### config.mk
export PLATFORM = sky130hd
export DESIGN_NAME = pprd_front
export DESIGN_NICKNAME = d
export VERILOG_FILES = /design/src/sv/pprd_pkg.sv /design/src/sv/pprd_front.sv
export VERILOG_INCLUDE_DIRS = /design/src /design/src/sv
export SDC_FILE = /design/constraint.sdc
export NUM_CORES = 1
export LEC_CHECK = 0
export ABC_CLOCK_PERIOD_IN_PS = 3550
export BUFFER_PORTS_ARGS = -buffer_cell sky130_fd_sc_hd__clkbuf_2
export CAP_MARGIN = 20
export CORE_MARGIN = 3
export CORE_UTILIZATION = 52
export CTS_CLUSTER_DIAMETER = 120
export DETAILED_ROUTE_END_ITERATION = 6
export GPL_ROUTABILITY_DRIVEN = 0
export GPL_TIMING_DRIVEN = 0
export MAX_ROUTING_LAYER = met4
export PLACE_DENSITY = 0.88
export SLEW_MARGIN = 20
export SYNTH_ARGS = -nofsm -noshare
export SYNTH_HDL_FRONTEND = slang
export SYNTH_SLANG_ARGS = --single-unit
### constraint.sdc
create_clock -name clock -period 3.55 [get_ports clock]
set_clock_uncertainty 0.2 [all_clocks]
set_input_delay 0.5325 -clock clock [delete_from_list [all_inputs] [get_ports clock]]
set_output_delay 0.5325 -clock clock [all_outputs]
set_load 0.02 [all_outputs]
### src/sv/planar_packbits_row_decoder_unit_assert.svh
// Assertion macros shared by the decoder RTL
`ifndef PLANAR_PACKBITS_ROW_DECODER_UNIT_ASSERT_SVH
`define PLANAR_PACKBITS_ROW_DECODER_UNIT_ASSERT_SVH
// Implication checked every clock outside reset
`define PPRD_ASSERT_IMPL(lbl, clk, rst, a, c) \
   lbl: assert property (@(posedge clk) disable iff (rst) (a) |-> (c)) \
      else $error("pprd check failed");
// Next-cycle implication
`define PPRD_ASSERT_NEXT(lbl, clk, rst, a, c) \
   lbl: assert property (@(posedge clk) disable iff (rst) (a) |=> (c)) \
      else $error("pprd check failed");
`endif

### src/sv/pprd_pkg.sv
//------------------------------------------------------------------------------
// pprd_pkg
// Shared types and constants for the planar PackBits row decoder.
//------------------------------------------------------------------------------
`default_nettype none
package pprd_pkg;
   localparam int MaxHeight = 1024;
   localparam int MaxStride = 4096;
   localparam int MaxPlanes = 4;
   localparam int TblDepth  = MaxPlanes * MaxHeight;
   localparam int TblAw     = $clog2(TblDepth);

   localparam logic [1:0] CSR_DEPTH  = 2'd0;
   localparam logic [1:0] CSR_HEIGHT = 2'd1;
   localparam logic [1:0] CSR_WIDTH  = 2'd2;
   localparam logic [1:0] CSR_STRIDE = 2'd3;

   localparam logic [1:0] ST_OK    = 2'd0;
   localparam logic [1:0] ST_SHORT = 2'd1;
   localparam logic [1:0] ST_TRUNC = 2'd2;

   typedef struct packed {
      logic [7:0]  data_byte;
      logic [23:0] packet_length;
   } item_type;

   typedef struct packed {
      logic        write_valid;
      logic [1:0]  plane;
      logic [9:0]  row;
      logic [11:0] column;
      logic [7:0]  run_length;
      logic [7:0]  pixel_value;
      logic        packet_end;
      logic [1:0]  status;
   } rsp_type;
endpackage
`default_nettype wire

### src/sv/pprd_front.sv
//------------------------------------------------------------------------------
// pprd_front
// Input queue: two-entry FIFO between the byte channel and the decoder.
//------------------------------------------------------------------------------
`default_nettype none
module pprd_front
   import pprd_pkg::*;
(
   input  wire logic     clock,
   input  wire logic     reset,
   input  wire logic     in_valid,
   output      logic     in_ready,
   input  wire item_type in_item,
   output      logic     out_valid,
   input  wire logic     out_ready,
   output      item_type out_item
);
   item_type   q_ff [2];
   logic       wp_ff, rp_ff;
   logic [1:0] cnt_ff;
   logic       push, pop;

   assign in_ready  = (cnt_ff != 2'd2);
   assign out_valid = (cnt_ff != 2'd0);
   assign out_item  = q_ff[rp_ff];
   assign push      = in_valid && in_ready;
   assign pop       = out_valid && out_ready;

   always_ff @(posedge clock) begin
      if (reset) begin
         wp_ff  <= 1'b0;
         rp_ff  <= 1'b0;
         cnt_ff <= 2'd0;
      end else begin
         if (push) wp_ff <= ~wp_ff;
         if (pop)  rp_ff <= ~rp_ff;
         cnt_ff <= cnt_ff + {1'b0, push} - {1'b0, pop};
      end
      if (push) q_ff[wp_ff] <= in_item;
   end

   `include "planar_packbits_row_decoder_unit_assert.svh"
   `PPRD_ASSERT_IMPL(a_no_ovf, clock, reset, cnt_ff == 2'd2, !in_ready)
   `PPRD_ASSERT_NEXT(a_cnt_full, clock, reset, push && !pop && cnt_ff == 2'd1, cnt_ff == 2'd2)
   `PPRD_ASSERT_IMPL(a_cnt_rng, clock, reset, 1'b1, cnt_ff != 2'd3)
endmodule
`default_nettype wire

## Word level (Yosys, flattened, before mapping)

Memories as Yosys holds them, arrays and structs flattened. A register that Yosys moved wholly into a read port is not among the register bits.
Index checks and enable logic that the tools add are counted.
Widths: inputs -> output; s select.

| storage, ports and cells | value |
|---|---|
| output and inout port bits | 34 |
| register bits | 4 |
| memories kept | 1 |
| word-level logic and storage cells | 16 |
| input bits | 36 |
| bits in writable memories | 64 |

Memories:

| memory | words | bits a word | read ports | clocked after memory_dff | wr ports | line | text |
|---|---|---|---|---|---|---|---|
| q_ff | 2 | 32 | 1 | 1 | 1 | pprd_front.sv:18 | `item_type q_ff [2];` |

| cells by class | value |
|---|---|
| eq/ne operators | 1 |
| mux-type cells | 4 |
| add/sub/neg operators | 2 |
| bitwise gates (word level) | 2 |
| reductions and logical operators | 3 |

Operators with widths:

| kind | count |
|---|---|
| $mux 1 | 4 |
| $add 2x1->2 | 1 |
| $logic_and 1x1->1 | 2 |
| $ne 2x2->1 const B | 1 |
| $not 1->1 | 2 |
| $reduce_bool 2->1 | 1 |
| $sub 2x1->2 | 1 |

## Logic depth before layout (Yosys ltp)

Gate-level depths: netlist of run 1.

| depth | value |
|---|---|
| depth after elaboration | 4 |
| mapped depth | 8 |
| depth with buffers taken out | 8 |

## Worst setup path after synthesis of run 1

Ideal clock, no wire load.

| path | value |
|---|---|
| path type | reg2reg |
| start point | register cnt_ff[0] |
| end point | memory q_ff[0][0] (netlist name) (enable) |
| cell stages (with the launch flop) | 4 |
| setup time | 0.421 ns |
| slack | 0.931 ns |
| arrival time | 1.998 ns |
| period minus slack after synthesis | 2.619 ns |
| cell sequence | dfxtp_1 > nand2b_2 > nand2_2 > nor2_1 |

| between the ends | value |
|---|---|
| cells in the longest elaborated chain, start to end | 4 |

Ends and longest elaborated chain:

| what | line | text |
|---|---|---|
| start, declared | pprd_front.sv:20 | `logic [1:0] cnt_ff;` |
| start signal, assigned | pprd_front.sv:37 | `cnt_ff <= cnt_ff + {1'b0, push} - {1'b0, pop};` |
| $ne 2x2->1 | pprd_front.sv:23 | `assign in_ready = (cnt_ff != 2'd2);` |
| net in_ready | pprd_front.sv:12 | `output logic in_ready,` |
| $logic_and 1x1->1 | pprd_front.sv:26 | `assign push = in_valid && in_ready;` |
| $mux 1 | pprd_front.sv:39 | `if (push) q_ff[wp_ff] <= in_item;` |
| $mux 1 (not written as such) | pprd_front.sv:39 |  |
| end, declared | pprd_front.sv:18 |  |

The timed path passes the listed nets, and every way through them passes these cells.

==> results of run 1 <==
[through the flow]
stage / instance area, um2 / power, W
final: 3320 / 0.00232
after global routing: 3320 / 0.00243
after CTS: 3320 / 0.00234
after detailed placement: 3170 / 0.00186
after global placement: 3110 / 0.00181
after floorplan: 2680 / 0.00162
[kinds of logic after synthesis]
| kind of cell | count (synthesis) | share of synthesized area [%] |
|---|---|---|
| xor+xnor | 3 | 0.981 |
| compound gates | 1 | 0.327 |
| mux | 33 | 18.2 |
| flops | 69 | 75.5 |
| fa+ha+maj | 2 | 0.934 |
| simple gates | 11 | 2.20 |
| buf+inv | 5 | 1.82 |
[per-layer routing]
layer  part of all wire [%]  vias to the layer above
li1                       -                      639
met1                     38                      641
met2                     54                       41
met3                    4.6                       13
met4                    3.0                        0
met5                      0                        -
[final timing paths]
path                                           start                    end  slack, ns  cells after the start
worst min register to register    rp_ff$_SDFFE_PP0P_     rp_ff$_SDFFE_PP0P_       0.34                      2
worst min-delay path                     in_item[17]  q_ff[1][17]$_DFFE_PP_       0.19                      1
worst max register to register  cnt_ff[0]$_SDFF_PP0_  q_ff[0][18]$_DFFE_PP_       1.77                      4
worst max-delay path                            flop           out_item[12]       1.39                      4
[power breakdown]
part	internal [W]	switching, W	total (W)
registers	0.00102	0.0000404	0.00106
clock network	0.000238	0.000255	0.000493
logic	0.000361	0.000400	0.000761
[critical path, stage by stage, from the launching register on]
cell and delay [ns]:
dfxtp_1 0.33, buf_6 0.13, buf_6 0.18, mux2_4 0.31, clkbuf_2 0.16
[cell type report]
type                            count  area (um2)  share of cell area (%)
Sequential cell                    69        2020                    61.0
Multi-Input combinational cell     50         616                    18.6
Timing Repair Buffer               71         400                    12.1
Clock buffer                       10         128                    3.85
Tap cell                           67        83.8                    2.53
Buffer                              4        45.0                    1.36
Clock inverter                      4        17.5                   0.528
Inverter                            1        3.75                   0.113
[sequential cells by signal (all words and copies together) (netlist names), named ones only]
signal  flops
rp_ff       1
q_ff       64
cnt_ff      2
wp_ff       1
[cells in the final DEF (no fill, tap or decap)]
cell	netlist	layout
clkbuf_2	0	69
edfxtp_1	64	64
mux2_4	31	31
clkbuf_8	0	9
dfxtp_1	5	5
buf_6	4	4
nor2_1	5	4
mux2_1	2	2
nor2b_1	2	2
xnor2_1	2	2
ha_1	2	2
clkinv_1	0	2
clkinv_2	0	2
buf_16	0	2
o21a_2	1	1
nand2b_2	1	1
nand2_2	1	1
or2_1	1	1
inv_1	1	1
and3_2	0	1
nor2_4	0	1
xor2_1	1	1
clkbuf_1	0	1
==> flow_metrics.py, run 1 <==
metrics = {
    "detailed_routing": {
        "wl_mm": 4.32,
        "first_pass_iters": 4,
        "vias": 1334,
        "drt_drc_violations_left": 0,
        "wl_per_cell_um": 15.6,
        "antenna_left": 0,
        "drt_iter0_markers": 91,
        "viasPerCell": 4.83,
    },
    "run": {
        "cap_viol_max_count": 0,
    },
    "global_route": {
        "grtUsageMet3_pct": 3.60,
        "top_usage_layer": "met2",
        "grt_overflow_total": 0,
        "grt_pass1_wl_mm": 6.98,
        "grt_util_met2_pct": 26.2,
        "first_global_vias": 1435,
        "antenna_found_initial": 0,
        "grtUsageTotal_pct": 15.9,
        "use_met1_pct": 17.9,
        "grt_max_degree": 18,
    },
    "placed_design": {
        "port_buffers": 69,
        "place_hpwl_mm": 3.10,
        "place_ws_ns": 1.65,
        "placed_cells": 262,
    },
    "die": {
        "fp.coreArea_um2": 4850,
        "std_cell_rows": 25,
        "die_width_um": 77.8,
        "die_area_um2": 6050,
        "io_pins": 70,
        "initial_core_util_pct": 55.2,
        "die_h_um": 77.8,
    },
    "sta": {
        "grt_setup_unrepaired": "false",
        "slew_violations": 0,
        "worst_slew_pin_slew_ns": 0.540,
        "holdWs_ns": 0.193,
        "fin_setup_tns_ns": 0,
        "finalSetupViolCount": 0,
        "fin_ws_ns": 1.39,
        "fin_crit_ns": 2.16,
        "max-slew-margin-rel_pct": 63.9,
        "max_freq_ghz": 0.462,
        "period_share_pct": 60.9,
        "hold_viol": 0,
    },
    "clocking": {
        "cts_max_level": 3,
        "cts_buffer_depth": 2,
        "cts_setup_buffers": 0,
        "cts-root-buf": "clkbuf_8",
        "cts_tree": "done",
        "path_clk_slew_ns": 0.07,
        "cts_sinks": 69,
        "cts_hold_buf": 0,
        "cts_buffers": 9,
        "insertion_delay_ns": 0.32,
        "cts_resized": 0,
    },
    "run_status": {
        "status": "finished, final reports clean",
    },
    "final_layout": {
        "fill_cells": 313,
        "antennaDiodeCount": 0,
        "fin_nets": 244,
        "postLayoutCoreUtil_pct": 68.4,
        "final_cells": 276,
        "area_growth_pct": 23.8,
        "drive_gt1_share_pct": 58.4,
    },
    "synth": {
        "synth.net_count": 162,
        "synth_most_common_cell": "edfxtp_1",
        "yosys-top-cells-area": "edfxtp_1 72%, mux2_4 17%, dfxtp_1 3.7%",
        "syn_inst": 124,
        "syn_area_per_cell_um2": 21.6,
        "yosysTopAreaCell": "edfxtp_1",
        "async_flop_share_pct": 0,
        "syn_area_um2": 2680,
        "synthTopCellsByCount": "64 x edfxtp_1, 31 x mux2_4, 5 x dfxtp_1, 5 x nor2_1, 4 x buf_6",
        "synth_cell_types": 16,
        "ys_seq_area_share_pct": 75.5,
        "synth_enable_flop_cells": 64,
        "yosys_warnings": 0,
        "synth_top_cell_area_share_pct": 71.8,
        "ys_seq_elements": 69,
        "synth-main-ff-cell": "edfxtp_1",
    },
    "power_and_ir_drop": {
        "leakage_nw": 1.35,
        "powerDensity_nw_per_um2": 699,
        "peakVddDrop_v": 0.000431,
    },
    "setup_path": {
        "cp-end-kind": "primary output",
        "crit_fanout": 10,
        "critPathLaunchType": "flop",
        "path_class": "flop to primary output",
        "required_ns": 2.82,
        "arrival_ns": 1.43,
    },
    "hold_path": {
        "worstHoldPathType": "input port to flop",
    },
}
(Power assumes the default switching activity.)
==> inputs of run 2 (changes only) <==
ABC_CLOCK_PERIOD_IN_PS = 1900   (was 3550)
CORE_UTILIZATION = 47   (was 52)
PLACE_DENSITY = 0.84   (was 0.88)
clock period = 1.9 ns   (was 3.55 ns; I/O delays follow)
==> flow_metrics.py, run 2 (synthesis results as in run 1) <==
metrics = {
    "clocking": {
        "cts_sinks": 69,
        "insertion_delay_ns": 0.32,
        "cts_buffers": 9,
        "cts_tree": "done",
        "cts_buffer_depth": 2,
        "cts_setup_buffers": 0,
        "cts_max_level": 3,
        "cts-root-buf": "clkbuf_8",
        "path_clk_slew_ns": 0.06,
    },
    "sta": {
        "fin_setup_tns_ns": 0,
        "worst_slew_pin_slew_ns": 0.552,
        "max-slew-margin-rel_pct": 63.1,
        "holdWs_ns": 0.170,
        "fin_ws_ns": 0.0139,
        "max_freq_ghz": 0.530,
        "slew_violations": 0,
        "fin_crit_ns": 1.89,
        "grt_setup_unrepaired": "true",
        "hold_viol": 0,
        "finalSetupViolCount": 0,
        "period_share_pct": 99.3,
    },
    "final_layout": {
        "top_register": "q_ff",
        "fill_cells": 297,
        "reg_top3": "q_ff (64), cnt_ff (2)",
        "final_common_cell": "edfxtp_1",
        "fin_nets": 279,
        "fin_area_um2": 3960,
        "antennaDiodeCount": 0,
        "drive_gt1_share_pct": 51.2,
        "largest_reg_flops": 64,
        "final_cell_mix": "64 x edfxtp_1, 39 x clkbuf_2, 33 x dlygate4sd3_1",
        "area_growth_pct": 47.7,
    },
    "run": {
        "cap_viol_max_count": 0,
    },
    "power_and_ir_drop": {
        "leakage_nw": 1.58,
        "powerDensity_nw_per_um2": 1260,
        "power_frac_seq_pct": 40.2,
        "swShare_pct": 28.8,
        "netSwitchingPower_w": 0.00144,
        "combPwrFrac_pct": 38.3,
        "peakVddDrop_v": 0.000851,
        "p_int_w": 0.00356,
        "pwr-share-clk_pct": 21.6,
    },
    "detailed_routing": {
        "first_pass_iters": 4,
        "wl_mm": 5.48,
        "antenna_left": 0,
        "wl_per_cell_um": 17.3,
        "viasPerCell": 4.78,
        "drt_drc_violations_left": 0,
        "vias": 1509,
        "drt_iter0_markers": 95,
    },
    "setup_path": {
        "cp-end-kind": "primary output",
        "rrSetupSlack_ns": 0.12,
        "critPathLaunchType": "flop",
        "path_class": "flop to primary output",
        "crit_fanout": 8,
        "required_ns": 1.41,
        "arrival_ns": 1.40,
    },
    "die": {
        "fp.coreArea_um2": 5300,
        "die_width_um": 81.5,
        "initial_core_util_pct": 50.5,
        "io_pins": 70,
        "std_cell_rows": 26,
        "die_area_um2": 6640,
        "die_h_um": 81.5,
    },
    "global_route": {
        "antenna_found_initial": 0,
        "grtUsageTotal_pct": 16.1,
        "grt_max_degree": 33,
        "grt_pass1_wl_mm": 7.36,
        "grt_overflow_total": 0,
        "first_global_vias": 1569,
    },
    "placed_design": {
        "place_hpwl_mm": 2.97,
        "port_buffers": 69,
        "place_ws_ns": -0.0595,
        "post_dp_cell_area_um2": 3120,
    },
    "run_status": {
        "status": "finished, final reports clean",
    },
    "hold_path": {
        "worstHoldPathType": "input port to flop",
    },
}
[run 2: power by group through the flow]
stage | clock network, W | logic [W] | registers, W
finish | 0.00108 | 0.00191 | 0.00201
global route | 0.00117 | 0.00202 | 0.00203
floorplan | 0 | 0.00104 | 0.00200
CTS | 0.00111 | 0.00146 | 0.00199
detailed placement | 0 | 0.00139 | 0.00202
global placement | 0 | 0.00137 | 0.00201
[run 2: final timing paths]
kind                        start                    to  depth (start not counted)
max                          flop          out_item[16]                          4
min                     out_ready    rp_ff$_SDFFE_PP0P_                          4
max reg2reg  cnt_ff[1]$_SDFF_PP0_  cnt_ff[1]$_SDFF_PP0_                          7
min reg2reg    rp_ff$_SDFFE_PP0P_    rp_ff$_SDFFE_PP0P_                          2
[run 2: layer usage]
layer | share of wire, % | global-route usage, %
met3 | 4.7 | 2.63
met1 | 36 | 17.2
met2 | 56 | 26.8
met5 | 0 | -
met4 | 3.0 | 12.2
[run 2: layout make-up]
class | count | area, um2 | area share, %
repair buffers | 105 | 938 | 23.7
well taps | 70 | 87.6 | 2.21
clock inverters | 7 | 56.3 | 1.42
clock buffers | 9 | 124 | 3.13
flip-flops and latches | 69 | 2020 | 51.2
inverters | 1 | 3.75 | 0.0949
multi-input cells | 51 | 641 | 16.2
plain buffers | 4 | 80.1 | 2.02
[run 2: timing repair]
item,4_1_cts,5_1_grt
gates resized for setup,1,104
hold endpoints to repair,68,0
pin swaps,0,1
hold buffers,33,0
gates cloned,1,3
setup endpoints to repair,62,63
[run 2: worst max-delay path, cell delays in order, from the launching register on]
cell and delay [ns]:
dfxtp_2 0.34, buf_12 0.15, clkbuf_16 0.16, mux2_4 0.30
buf_6 0.13
[run 2: per-stage QoR]
| step | instances | total power, W | util [%] |
|---|---|---|---|
| global placement | 263 | 0.00338 | 58.8 |
| CTS | 313 | 0.00456 | 68.7 |
| floorplan | 124 | 0.00304 | - |
| detailed placement | 263 | 0.00341 | 58.8 |
| finish | 316 | 0.00500 | 74.6 |
| global route | 316 | 0.00522 | 74.6 |
